**config.mk**
```make
export PLATFORM = sky130hd
export DESIGN_NAME = integer_to_ascii_digits
export DESIGN_NICKNAME = d
export VERILOG_FILES = /design/src/i2a_pkg.sv /design/src/i2a_ctrl.sv /design/src/i2a_datapath.sv /design/src/integer_to_ascii_digits.sv
export VERILOG_INCLUDE_DIRS = /design/src /design/src/src
export SDC_FILE = /design/constraint.sdc
export NUM_CORES = 1
export LEC_CHECK = 0
export BUFFER_PORTS_ARGS = -buffer_cell sky130_fd_sc_hd__buf_2
export CORE_UTILIZATION = 35
export DETAILED_ROUTE_END_ITERATION = 10
export PLACE_DENSITY_LB_ADDON = 0.05
export SYNTH_ARGS = -nofsm -noshare
export SYNTH_HDL_FRONTEND = slang
export SYNTH_SLANG_ARGS = --single-unit
```
**constraint.sdc**
```tcl
create_clock -name clk_i -period 10.6 [get_ports clk_i]
set_input_delay 0.53 -clock clk_i [delete_from_list [all_inputs] [get_ports clk_i]]
set_output_delay 0.53 -clock clk_i [all_outputs]
set_load 0.01 [all_outputs]
```
**src/integer_to_ascii_digits_macros.svh**
```systemverilog
// Assertion macros shared by the integer to ASCII converter.
`ifndef INTEGER_TO_ASCII_DIGITS_MACROS_SVH
`define INTEGER_TO_ASCII_DIGITS_MACROS_SVH
`ifndef SYNTHESIS
// Plain property, sampled on clk_i and disabled during reset.
`define I2A_ASSERT(name, prop) \
  name: assert property (@(posedge clk_i) disable iff (!rst_ni) prop) \
    else $error("%m: assertion failed");
// Same-cycle implication.
`define I2A_ASSERT_IMPL(name, ante, cons) \
  name: assert property (@(posedge clk_i) disable iff (!rst_ni) (ante) |-> (cons)) \
    else $error("%m: implication failed");
// Next-cycle implication.
`define I2A_ASSERT_NEXT(name, ante, cons) \
  name: assert property (@(posedge clk_i) disable iff (!rst_ni) (ante) |=> (cons)) \
    else $error("%m: next-cycle implication failed");
`else
`define I2A_ASSERT(name, prop)
`define I2A_ASSERT_IMPL(name, ante, cons)
`define I2A_ASSERT_NEXT(name, ante, cons)
`endif
`endif

```
**src/i2a_pkg.sv**
```systemverilog
// Types, codes and the character table of the integer to ASCII converter.
`default_nettype none
package i2a_pkg;

  localparam int unsigned IN_VALUE_W = 64;
  localparam int unsigned OPCODE_W   = 2;
  localparam int unsigned CHAR_W     = 8;

  // Opcodes. The unnamed code 1 behaves as unsigned decimal; OP_HEX_ALT behaves as hexadecimal.
  localparam logic [OPCODE_W-1:0] OP_SDEC    = 2'd0;
  localparam logic [OPCODE_W-1:0] OP_HEX     = 2'd2;
  localparam logic [OPCODE_W-1:0] OP_HEX_ALT = 2'd3;

  localparam logic [CHAR_W-1:0] CHAR_MINUS = 8'h2d;

  localparam logic [CHAR_W-1:0] DIGIT_SET [16] = '{
    8'h30, 8'h31, 8'h32, 8'h33, 8'h34, 8'h35, 8'h36, 8'h37,
    8'h38, 8'h39, 8'h61, 8'h62, 8'h63, 8'h64, 8'h65, 8'h66
  };

  // Input request and output character.
  typedef struct packed {
    logic [IN_VALUE_W-1:0] value;
    logic [OPCODE_W-1:0]   opcode;
  } in_req_t;

  typedef struct packed {
    logic [CHAR_W-1:0] digit_char;
    logic              last;
  } out_rsp_t;

  // Commands from the controller to the datapath.
  typedef struct packed {
    logic load;
    logic step;
    logic skip_one;
    logic skip_grp;
    logic emit_sign;
    logic emit_digit;
  } i2a_cmd_t;

  // Status from the datapath to the controller.
  typedef struct packed {
    logic conv_done;
    logic top_zero;
    logic grp_zero;
    logic cnt_gt1;
    logic cnt_gt_grp;
    logic last_digit;
    logic neg;
    logic out_free;
  } i2a_sts_t;

  function automatic logic [CHAR_W-1:0] digit_to_char(input logic [3:0] d);
    return DIGIT_SET[d];
  endfunction

endpackage
`default_nettype wire

```
**src/i2a_ctrl.sv**
```systemverilog
// Controller state machine of the integer to ASCII converter.
`default_nettype none
module i2a_ctrl import i2a_pkg::*; (
  input  wire logic     clk_i,
  input  wire logic     rst_ni,
  input  wire logic     in_valid_i,
  input  wire i2a_sts_t sts_i,
  output i2a_cmd_t      cmd_o,
  output logic          busy_o
);

  typedef enum logic [2:0] {
    ST_IDLE,
    ST_CONV,
    ST_SKIP,
    ST_SIGN,
    ST_EMIT
  } state_e;

  state_e state_q;
  logic   skip_grp;
  logic   skip_one;

  // Leading zero removal: a whole group when possible, else one digit.
  assign skip_grp = sts_i.grp_zero && sts_i.cnt_gt_grp;
  assign skip_one = !skip_grp && sts_i.top_zero && sts_i.cnt_gt1;

  assign busy_o = (state_q != ST_IDLE);

  // Commands decoded from the state and the status.
  always_comb begin
    cmd_o = '0;
    case (state_q)
      ST_IDLE: cmd_o.load       = in_valid_i;
      ST_CONV: cmd_o.step       = !sts_i.conv_done;
      ST_SKIP: begin
        cmd_o.skip_grp = skip_grp;
        cmd_o.skip_one = skip_one;
      end
      ST_SIGN: cmd_o.emit_sign  = sts_i.out_free;
      ST_EMIT: cmd_o.emit_digit = sts_i.out_free;
      default: cmd_o = '0;
    endcase
  end

  // State register.
  always_ff @(posedge clk_i or negedge rst_ni) begin
    if (!rst_ni) begin
      state_q <= ST_IDLE;
    end else begin
      case (state_q)
        ST_IDLE: begin
          if (in_valid_i) state_q <= ST_CONV;
        end
        ST_CONV: begin
          if (sts_i.conv_done) state_q <= ST_SKIP;
        end
        ST_SKIP: begin
          if (!skip_grp && !skip_one) state_q <= sts_i.neg ? ST_SIGN : ST_EMIT;
        end
        ST_SIGN: begin
          if (sts_i.out_free) state_q <= ST_EMIT;
        end
        ST_EMIT: begin
          if (sts_i.out_free && sts_i.last_digit) state_q <= ST_IDLE;
        end
        default: state_q <= ST_IDLE;
      endcase
    end
  end

endmodule
`default_nettype wire

```
**src/i2a_datapath.sv**
```systemverilog
// Datapath: magnitude, shift-add-3 digit conversion and output register.
`default_nettype none
module i2a_datapath import i2a_pkg::*; #(
  parameter int unsigned VALUE_BITS = 64
) (
  input  wire logic     clk_i,
  input  wire logic     rst_ni,
  input  wire in_req_t  in_req_i,
  input  wire i2a_cmd_t cmd_i,
  output i2a_sts_t      sts_o,
  input  wire logic     out_stall_i,
  output logic          out_valid_o,
  output out_rsp_t      out_rsp_o
);

  localparam int unsigned BITS_PER_STEP = 4;
  localparam int unsigned HD        = (VALUE_BITS + 3) / 4;
  localparam int unsigned MAG_W     = HD * 4;
  localparam int unsigned NSTEPS    = MAG_W / BITS_PER_STEP;
  // Decimal digits of the largest value: floor(bits * log10(2)) + 1.
  localparam int unsigned ND        = (VALUE_BITS * 1233) / 4096 + 1;
  localparam int unsigned BCD_W     = ND * 4;
  localparam int unsigned HEX_SHIFT = (ND - HD) * 4;
  localparam int unsigned GRP       = (ND >= 4) ? 4 : 1;
  localparam int unsigned CNT_W     = $clog2(ND + 1);
  localparam int unsigned STEP_W    = $clog2(NSTEPS + 1);

  logic [MAG_W-1:0]      bin_q, bin_d, bin_step;
  logic [BCD_W-1:0]      bcd_q, bcd_d, bcd_step;
  logic                  neg_q, neg_d;
  logic [CNT_W-1:0]      cnt_q, cnt_d;
  logic [STEP_W-1:0]     steps_q, steps_d;
  logic                  out_valid_q, out_valid_d;
  out_rsp_t              out_q, out_d;
  logic [VALUE_BITS-1:0] in_v, in_mag;
  logic                  in_neg, in_hex;
  logic [3:0]            top_digit;

  // Operand decode: negative signed values are negated to their unsigned magnitude.
  assign in_v   = in_req_i.value[VALUE_BITS-1:0];
  assign in_neg = (in_req_i.opcode == OP_SDEC) && in_v[VALUE_BITS-1];
  assign in_hex = (in_req_i.opcode == OP_HEX) || (in_req_i.opcode == OP_HEX_ALT);
  assign in_mag = in_neg ? (~in_v + VALUE_BITS'(1)) : in_v;

  assign top_digit = bcd_q[BCD_W-1 -: 4];

  // One conversion step: shift four binary bits into the BCD digits.
  always_comb begin
    bcd_step = bcd_q;
    bin_step = bin_q;
    for (int k = 0; k < BITS_PER_STEP; k++) begin
      for (int d = 0; d < ND; d++) begin
        if (bcd_step[d*4 +: 4] >= 4'd5) begin
          bcd_step[d*4 +: 4] = bcd_step[d*4 +: 4] + 4'd3;
        end
      end
      bcd_step = {bcd_step[BCD_W-2:0], bin_step[MAG_W-1]};
      bin_step = {bin_step[MAG_W-2:0], 1'b0};
    end
  end

  // Next state of the digit registers.
  always_comb begin
    bin_d   = bin_q;
    bcd_d   = bcd_q;
    neg_d   = neg_q;
    cnt_d   = cnt_q;
    steps_d = steps_q;
    if (cmd_i.load) begin
      neg_d = in_neg;
      if (in_hex) begin
        // Hex digits are the magnitude's nibbles, aligned to the top.
        bcd_d   = BCD_W'(MAG_W'(in_mag)) << HEX_SHIFT;
        bin_d   = '0;
        steps_d = '0;
        cnt_d   = CNT_W'(HD);
      end else begin
        bcd_d   = '0;
        bin_d   = MAG_W'(in_mag);
        steps_d = STEP_W'(NSTEPS);
        cnt_d   = CNT_W'(ND);
      end
    end else if (cmd_i.step) begin
      bcd_d   = bcd_step;
      bin_d   = bin_step;
      steps_d = steps_q - STEP_W'(1);
    end else if (cmd_i.skip_grp) begin
      bcd_d = bcd_q << (4 * GRP);
      cnt_d = cnt_q - CNT_W'(GRP);
    end else if (cmd_i.skip_one || cmd_i.emit_digit) begin
      bcd_d = bcd_q << 4;
      cnt_d = cnt_q - CNT_W'(1);
    end
  end

  // Output register: holds a character until the receiver takes it.
  always_comb begin
    out_valid_d = out_valid_q && out_stall_i;
    out_d       = out_q;
    if (cmd_i.emit_sign) begin
      out_valid_d      = 1'b1;
      out_d.digit_char = CHAR_MINUS;
      out_d.last       = 1'b0;
    end else if (cmd_i.emit_digit) begin
      out_valid_d      = 1'b1;
      out_d.digit_char = digit_to_char(top_digit);
      out_d.last       = (cnt_q == CNT_W'(1));
    end
  end

  // Status toward the controller.
  always_comb begin
    sts_o            = '0;
    sts_o.conv_done  = (steps_q == '0);
    sts_o.top_zero   = (top_digit == 4'd0);
    sts_o.grp_zero   = (bcd_q[BCD_W-1 -: 4*GRP] == '0);
    sts_o.cnt_gt1    = (cnt_q > CNT_W'(1));
    sts_o.cnt_gt_grp = (cnt_q > CNT_W'(GRP));
    sts_o.last_digit = (cnt_q == CNT_W'(1));
    sts_o.neg        = neg_q;
    sts_o.out_free   = !out_valid_q || !out_stall_i;
  end

  // Control registers.
  always_ff @(posedge clk_i or negedge rst_ni) begin
    if (!rst_ni) begin
      steps_q     <= '0;
      cnt_q       <= '0;
      out_valid_q <= 1'b0;
    end else begin
      steps_q     <= steps_d;
      cnt_q       <= cnt_d;
      out_valid_q <= out_valid_d;
    end
  end

  // Payload registers.
  always_ff @(posedge clk_i) begin
    bin_q <= bin_d;
    bcd_q <= bcd_d;
    neg_q <= neg_d;
    out_q <= out_d;
  end

  assign out_valid_o = out_valid_q;
  assign out_rsp_o   = out_q;

endmodule
`default_nettype wire

```
**src/integer_to_ascii_digits.sv**
```systemverilog
// Integer to ASCII text converter, top level.
// Sequence: a load; in decimal modes the shift-add-3 conversion steps, in hex mode none;
// then leading zero removal; then a minus sign for a negative operand and one character
// at a time, each taken as the output register frees.
// Throughput: one request at a time, set by the four-bit-per-cycle conversion loop and
// the one-character output register; output stalls hold back the character output.
`default_nettype none
`include "integer_to_ascii_digits_macros.svh"
module integer_to_ascii_digits import i2a_pkg::*; #(
  parameter int unsigned VALUE_BITS = 64
) (
  input  wire logic    clk_i,
  input  wire logic    rst_ni,
  input  wire logic    in_valid_i,
  output logic         in_stall_o,
  input  wire in_req_t in_req_i,
  output logic         out_valid_o,
  input  wire logic    out_stall_i,
  output out_rsp_t     out_rsp_o
);

  // Reset clears the controller, the step and digit counters and the output valid; no memory needs clearing.

  i2a_cmd_t   cmd;
  i2a_sts_t   sts;
  logic       busy;
  logic [5:0] cmd_vec;

  // Sequencing of load, conversion, zero removal and character output.
  i2a_ctrl u_ctrl (
    .clk_i      (clk_i),
    .rst_ni     (rst_ni),
    .in_valid_i (in_valid_i),
    .sts_i      (sts),
    .cmd_o      (cmd),
    .busy_o     (busy)
  );

  // Digit registers and output register.
  i2a_datapath #(
    .VALUE_BITS (VALUE_BITS)
  ) u_datapath (
    .clk_i       (clk_i),
    .rst_ni      (rst_ni),
    .in_req_i    (in_req_i),
    .cmd_i       (cmd),
    .sts_o       (sts),
    .out_stall_i (out_stall_i),
    .out_valid_o (out_valid_o),
    .out_rsp_o   (out_rsp_o)
  );

  assign in_stall_o = busy;

  assign cmd_vec = {cmd.load, cmd.step, cmd.skip_one, cmd.skip_grp,
                    cmd.emit_sign, cmd.emit_digit};

  // The controller never issues two commands in one cycle.
  `I2A_ASSERT(a_cmd_onehot, $onehot0(cmd_vec))
  // A new request only arrives once the previous conversion has finished.
  `I2A_ASSERT_IMPL(a_accept_conv_done, in_valid_i && !in_stall_o, sts.conv_done)
  // A minus sign is only produced for a negative operand.
  `I2A_ASSERT_IMPL(a_sign_only_neg, cmd.emit_sign, sts.neg)
  // After the last character is loaded the block takes requests again.
  `I2A_ASSERT_NEXT(a_last_frees_input, cmd.emit_digit && sts.last_digit, !in_stall_o)

endmodule
`default_nettype wire
```
# After elaboration in Yosys (flattened, before gate mapping)

Memories as Yosys holds them, arrays and structs flattened. A register that Yosys moved wholly into a read port is not among the register bits.
Cells that the tools add are included.

Flip-flop bits (word level): 160
Logic and storage cells: 327
Bits in read-only memories: 128
Memories kept: 1
Output and inout bits: 11
Input bits: 70

$add $sub $neg: 84
Equal/unequal tests: 13
Bitwise gates (word level): 2
Reductions and logical operators: 26
Magnitude comparators: 82
Mux-type cells: 111

Memory list:

| memory          | depth | width | read ports | clocked after Yosys merged registers in | write ports | RTL line      | RTL |
|---|---|---|---|---|---|---|---|
| (no name shown) | 16    | 8     | 1          | 1                                       | 0           | i2a_pkg.sv:55 | `return DIGIT_SET[d];` |

Operators by type and width:

| operator              | count |
|---|---|
| $mux 80               | 5 |
| $ge 4x3->1 const B    | 80 |
| $add 4x2->4 const B   | 76 |
| $mux 4                | 76 |
| $mux 64               | 4 |
| $add 64x1->64 const B | 1 |
| $not 64->64           | 1 |
| $mux 5                | 7 |
| $mux 3                | 11 |
| $logic_not 16->1      | 1 |
| $pmux 3 s5            | 1 |
| $add 3x2->3 const B   | 4 |
| $ne 2x1->1 const B    | 5 |
| $sub 5x1->5 const B   | 2 |
| $logic_and 1x1->1     | 7 |
| $eq 3x2->1 const B    | 2 |
| $mux 1                | 6 |
| $reduce_bool 3->1     | 2 |
| $eq 5x1->1 const B    | 1 |
| $gt 5x1->1 const B    | 1 |
| $gt 5x3->1 const B    | 1 |
| $logic_not 1->1       | 5 |
| $logic_not 5->1       | 1 |
| $not 4->5             | 1 |
| other kinds (14)      | 17 |

# Depth between registers and ports, before layout

Word-level depth: 11
Gate-level depth with buffers: 22
Gate-level depth less buffers: 21

# Cells and area by module

Synthesis repeated with hierarchy kept, for this count alone.

Cells, all modules: 2075
Area, all modules: 17349.1 µm²

Modules (own cells, without submodules):

| module       | area an instance (µm²) | seq. area each (µm²) | cells an instance | instances |
|---|---|---|---|---|
| i2a_datapath | 17092.6                | 4769.6               | 2045              | 1 |
| i2a_ctrl     | 256.5                  | 75.1                 | 30                | 1 |

# Worst setup path before layout

OpenSTA, ideal clock, no wires.

Path kind: reg2reg
From: reg u_ctrl.state_q[1]
To: reg u_datapath.bcd_q[31], data pin
Clock period less this slack: 4.477 ns
Stages on the path, launching flop included: 11
Arrival time: 4.120 ns
Library setup time: 0.357 ns
Buffers on the path: 5
Setup slack: 6.123 ns
Data required time: 10.243 ns
Cell sequence: dfrtp_1 clkbuf_1 or3_1 clkbuf_1 inv_1 clkbuf_1 nor2_1 inv_1 buf_2 clkbuf_1 o221ai_1

RTL lines:

| what                   | RTL line            | RTL |
|---|---|---|
| start, declared        | i2a_ctrl.sv:20      | `state_e state_q;` |
| start signal, assigned | i2a_ctrl.sv:59      | `if (!skip_grp && !skip_one) state_q <= sts_i.neg ? ST_SIGN : ST_EMIT;` |
| end signal, assigned   | i2a_datapath.sv:140 | `bcd_q <= bcd_d;` |
| end, declared          | i2a_datapath.sv:29  | `logic [BCD_W-1:0] bcd_q, bcd_d, bcd_step;` |

# Worst setup path in the final report

From: reg u_datapath.steps_q[0]
To: reg u_datapath.bcd_q[43], enable pin

Cells in the longest elaborated chain, start to end: 4

Ends and longest elaborated chain:

| what                        | RTL line            | RTL |
|---|---|---|
| start, declared             | i2a_datapath.sv:32  | `logic [STEP_W-1:0] steps_q, steps_d;` |
| start signal, assigned      | i2a_datapath.sv:131 | `steps_q <= steps_d;` |
| $logic_not 5->1             | i2a_datapath.sv:114 | `sts_o.conv_done = (steps_q == '0);` |
| $logic_not 1->1             | i2a_ctrl.sv:35      | `ST_CONV: cmd_o.step = !sts_i.conv_done;` |
| $mux 1                      | i2a_ctrl.sv:33      | `case (state_q)` |
| $reduce_bool 4->1 (no line) | -                   |  |

Every way passes these cells.
A chain may end at the register's enable or synchronous reset.

==> flow_summary.ini <==
[run_status]
status = complete, no violations

[cts]
post_cts_buffers = 0
cts.sinks = 166
cts-hold-fix-buffers = 1
clk_pin_slew_ns = 0.07
cts.path.max_buffers = 2
post_cts_resized = 0
htree_levels = 4
cts_tree = yes
clock_latency_ns = 0.47
cts-root-buf = clkbuf_16
numCtsBuffers = 17

[routing]
drt-total-wl_um = 64220
wl_per_cell_um = 20.09
vias = 18765
drt_iter0_drc = 1414
drc = 0
firstDrtPassIters = 5
drtAntennaViolNets = 0
vias_per_cell = 5.871

[synthesis]
syn_area_um2 = 19290
synth_warnings = 0
synth_edf_count = 145
synth-async-reset-ratio_pct = 8.434
syn_nets = 2660
yosysTopAreaCellShare_pct = 22.57
synth_cells = 2490
synthFlopType = edfxtp_1
ys_seq_area_share_pct = 25.11
ys_seq_elements = 166
synth.area.top_cells = edfxtp_1 23%, ha_1 6.5%, nand2_1 6.3%
avgSynthCellArea_um2 = 7.748
synth.distinct_cells = 109
yosys.area.top_type = edfxtp_1

[critical_path]
r2r_slack_ns = 6.15
cp.arrival_ns = 4.58
path_max_fanout = 62
crit_required_ns = 10.73
cp-end-kind = flip-flop
startpoint_type = flip-flop
crit_type = reg -> reg

[sta]
period_needed_ns = 4.447
rsz0062_at_grt = false
fin_crit_sh_pct = 41.95
setup_viol = 0
worst_pin_slew_ns = 1.039
slew_violations = 0
clock_skew_ns = 0.01178
hold_viol_final = 0
finalSetupTns_ns = 0
maxSlewHeadroom_pct = 30.49
fmax_mhz = 224.9

[floorplan]
rows = 85
dieWidth_um = 236.8
dieArea_um2 = 56070
die_y_um = 236.8
ios = 81
start_util_pct = 35.64
core_area_um2 = 54130

[global_routing]
antenna_found_initial = 2
grt_max_degree = 75
gr-total-overflow = 0
gr-max-usage-layer = met2
grt_use_met1_pct = 31.95
grt_pass1_vias = 17628
grtUsageMet2_pct = 36.04
grt_usage_pct = 22.45
grt_pass1_wl_um = 99190
grt_use_met3_pct = 2.996

[place]
dp_hpwl_um = 48770
routabilityCongestion = 0.8880
port-buffer-count = 78

[finish]
drive_gt1_share_pct = 9.768
area_growth_pct = 7.951
nets = 2655

[flow_run]
drv_cap = 0

[min_path]
hp-class = in -> reg
==> layer usage <==
layer  vias up  wire (µm)
met5         -          0
met4         0        792
met3        46       3144
met2       414      28540
met1      9031      31740
li1       9274          -
==> worst max-delay path, stage by stage, from the launching register on <==
cell	delay, ns
dfrtp_1	0.41
inv_1	0.07
ha_1	0.18
nand2_1	0.11
o21a_2	0.21
buf_4	0.34
nor2_2	0.16
buf_4	0.37
inv_4	0.26
nor2_1	0.86
nand2_4	0.54
buf_4	0.50
==> worst paths after layout <==
path,start,endpoint,cells past startpoint
setup / recovery,u_datapath.steps_q[0]$_DFFE_PN0P_,u_datapath.bcd_q[43]$_DFFE_PP_,11
hold / removal,out_stall_i,u_datapath.out_valid_o$_DFF_PN0_,3
setup reg to reg,u_datapath.steps_q[0]$_DFFE_PN0P_,u_datapath.bcd_q[43]$_DFFE_PP_,11
hold reg to reg,u_datapath.out_rsp_o[4]$_SDFFE_PP1P_,u_datapath.out_rsp_o[4]$_SDFFE_PP1P_,1
max in group asynchronous,rst_ni,u_datapath.cnt_q[0]$_DFFE_PN0P_,2
min in group asynchronous,rst_ni,u_datapath.cnt_q[1]$_DFFE_PN0P_,2
==> Yosys cell counts (all sizes together) (12+ instances only) <==
library cell  instances
nor2                182
nand3                47
a31o                 12
inv                 136
a2bb2oi              15
o31a                 19
or3                  28
or2                  45
edfxtp              145
a211oi               61
o21ai               241
o211ai               27
and3                 28
o31ai                33
a221o                14
o21bai               24
a21oi               177
o211a                17
o311ai               18
nor2b                27
mux2                 22
and2                 33
o221ai               15
xor2                 43
nand2b               43
a211o                27
o22ai                15
clkbuf               79
xnor2                37
nand2               326
a221oi               19
a21boi               18
ha                  100
mux2i                75
o21a                 42
a21o                 15
a31oi                29
dfrtp                14
buf                  38
nor3                 64
==> sequential cells by signal, indices dropped and copies added, names as in the netlist <==
name / cells
u_datapath.cnt_q: 5
u_ctrl.state_q: 3
u_datapath.out_valid_o: 1
u_datapath.neg_q: 1
u_datapath.out_rsp_o: 7
u_datapath.bin_q: 64
u_datapath.bcd_q: 80
u_datapath.steps_q: 5
==> cells in the final DEF, fill, tap and decap left out, drive strengths merged, types with 27 or more instances in the layout <==
master / synthesis / final
a211o: 27 / 27
a211oi: 61 / 61
a21oi: 177 / 177
a31oi: 29 / 29
and2: 33 / 33
and3: 28 / 28
buf: 38 / 92
edfxtp: 145 / 145
ha: 100 / 100
inv: 136 / 141
mux2i: 75 / 75
nand2: 326 / 326
nand2b: 43 / 43
nand3: 47 / 47
nor2: 182 / 182
nor2b: 27 / 27
nor3: 64 / 64
o211ai: 27 / 27
o21a: 42 / 42
o21ai: 241 / 241
o31ai: 33 / 33
or2: 45 / 45
or3: 28 / 28
xnor2: 37 / 37
xor2: 43 / 43
==> final cells by class <==
class                   instances  area [µm²]
fillers                      5628       33310
repair buffers                 93       505.5
diodes                          2       5.005
flip-flops and latches        166        4845
multi-input cells            2070       13490
well taps                     696       870.8
clock inverters                15       170.2
inverters                     137       516.7
clock buffers                  17       425.4
==> metrics by stage <==
stage               utilization (%)  hold WS [ns]  std cells  worst slack, ns  cell area [µm²]
global route                  38.47        0.3946       3195            5.815            20830
floorplan                         -        0.2344       2490            6.123            19290
global placement              37.35        0.4422       3161            6.320            20220
CTS                           38.47        0.3441       3194            6.152            20820
finish                        38.47        0.3696       3196            6.153            20830
detailed placement            37.35        0.4490       3161            6.100            20220
==> cell families after synthesis <==
family	share of synthesized area, %
AOI/OAI and AO/OA	31.76
xor gates and xnor gates	3.632
adders and majority gates	6.537
buffers and inverters	5.194
DFF	25.11
muxes	5.376
other	0.03893
and+or+nand+nor	22.35
Power is not shown: default switching activity piles up to over one toggle a cycle in this logic, so the estimate is an artifact.
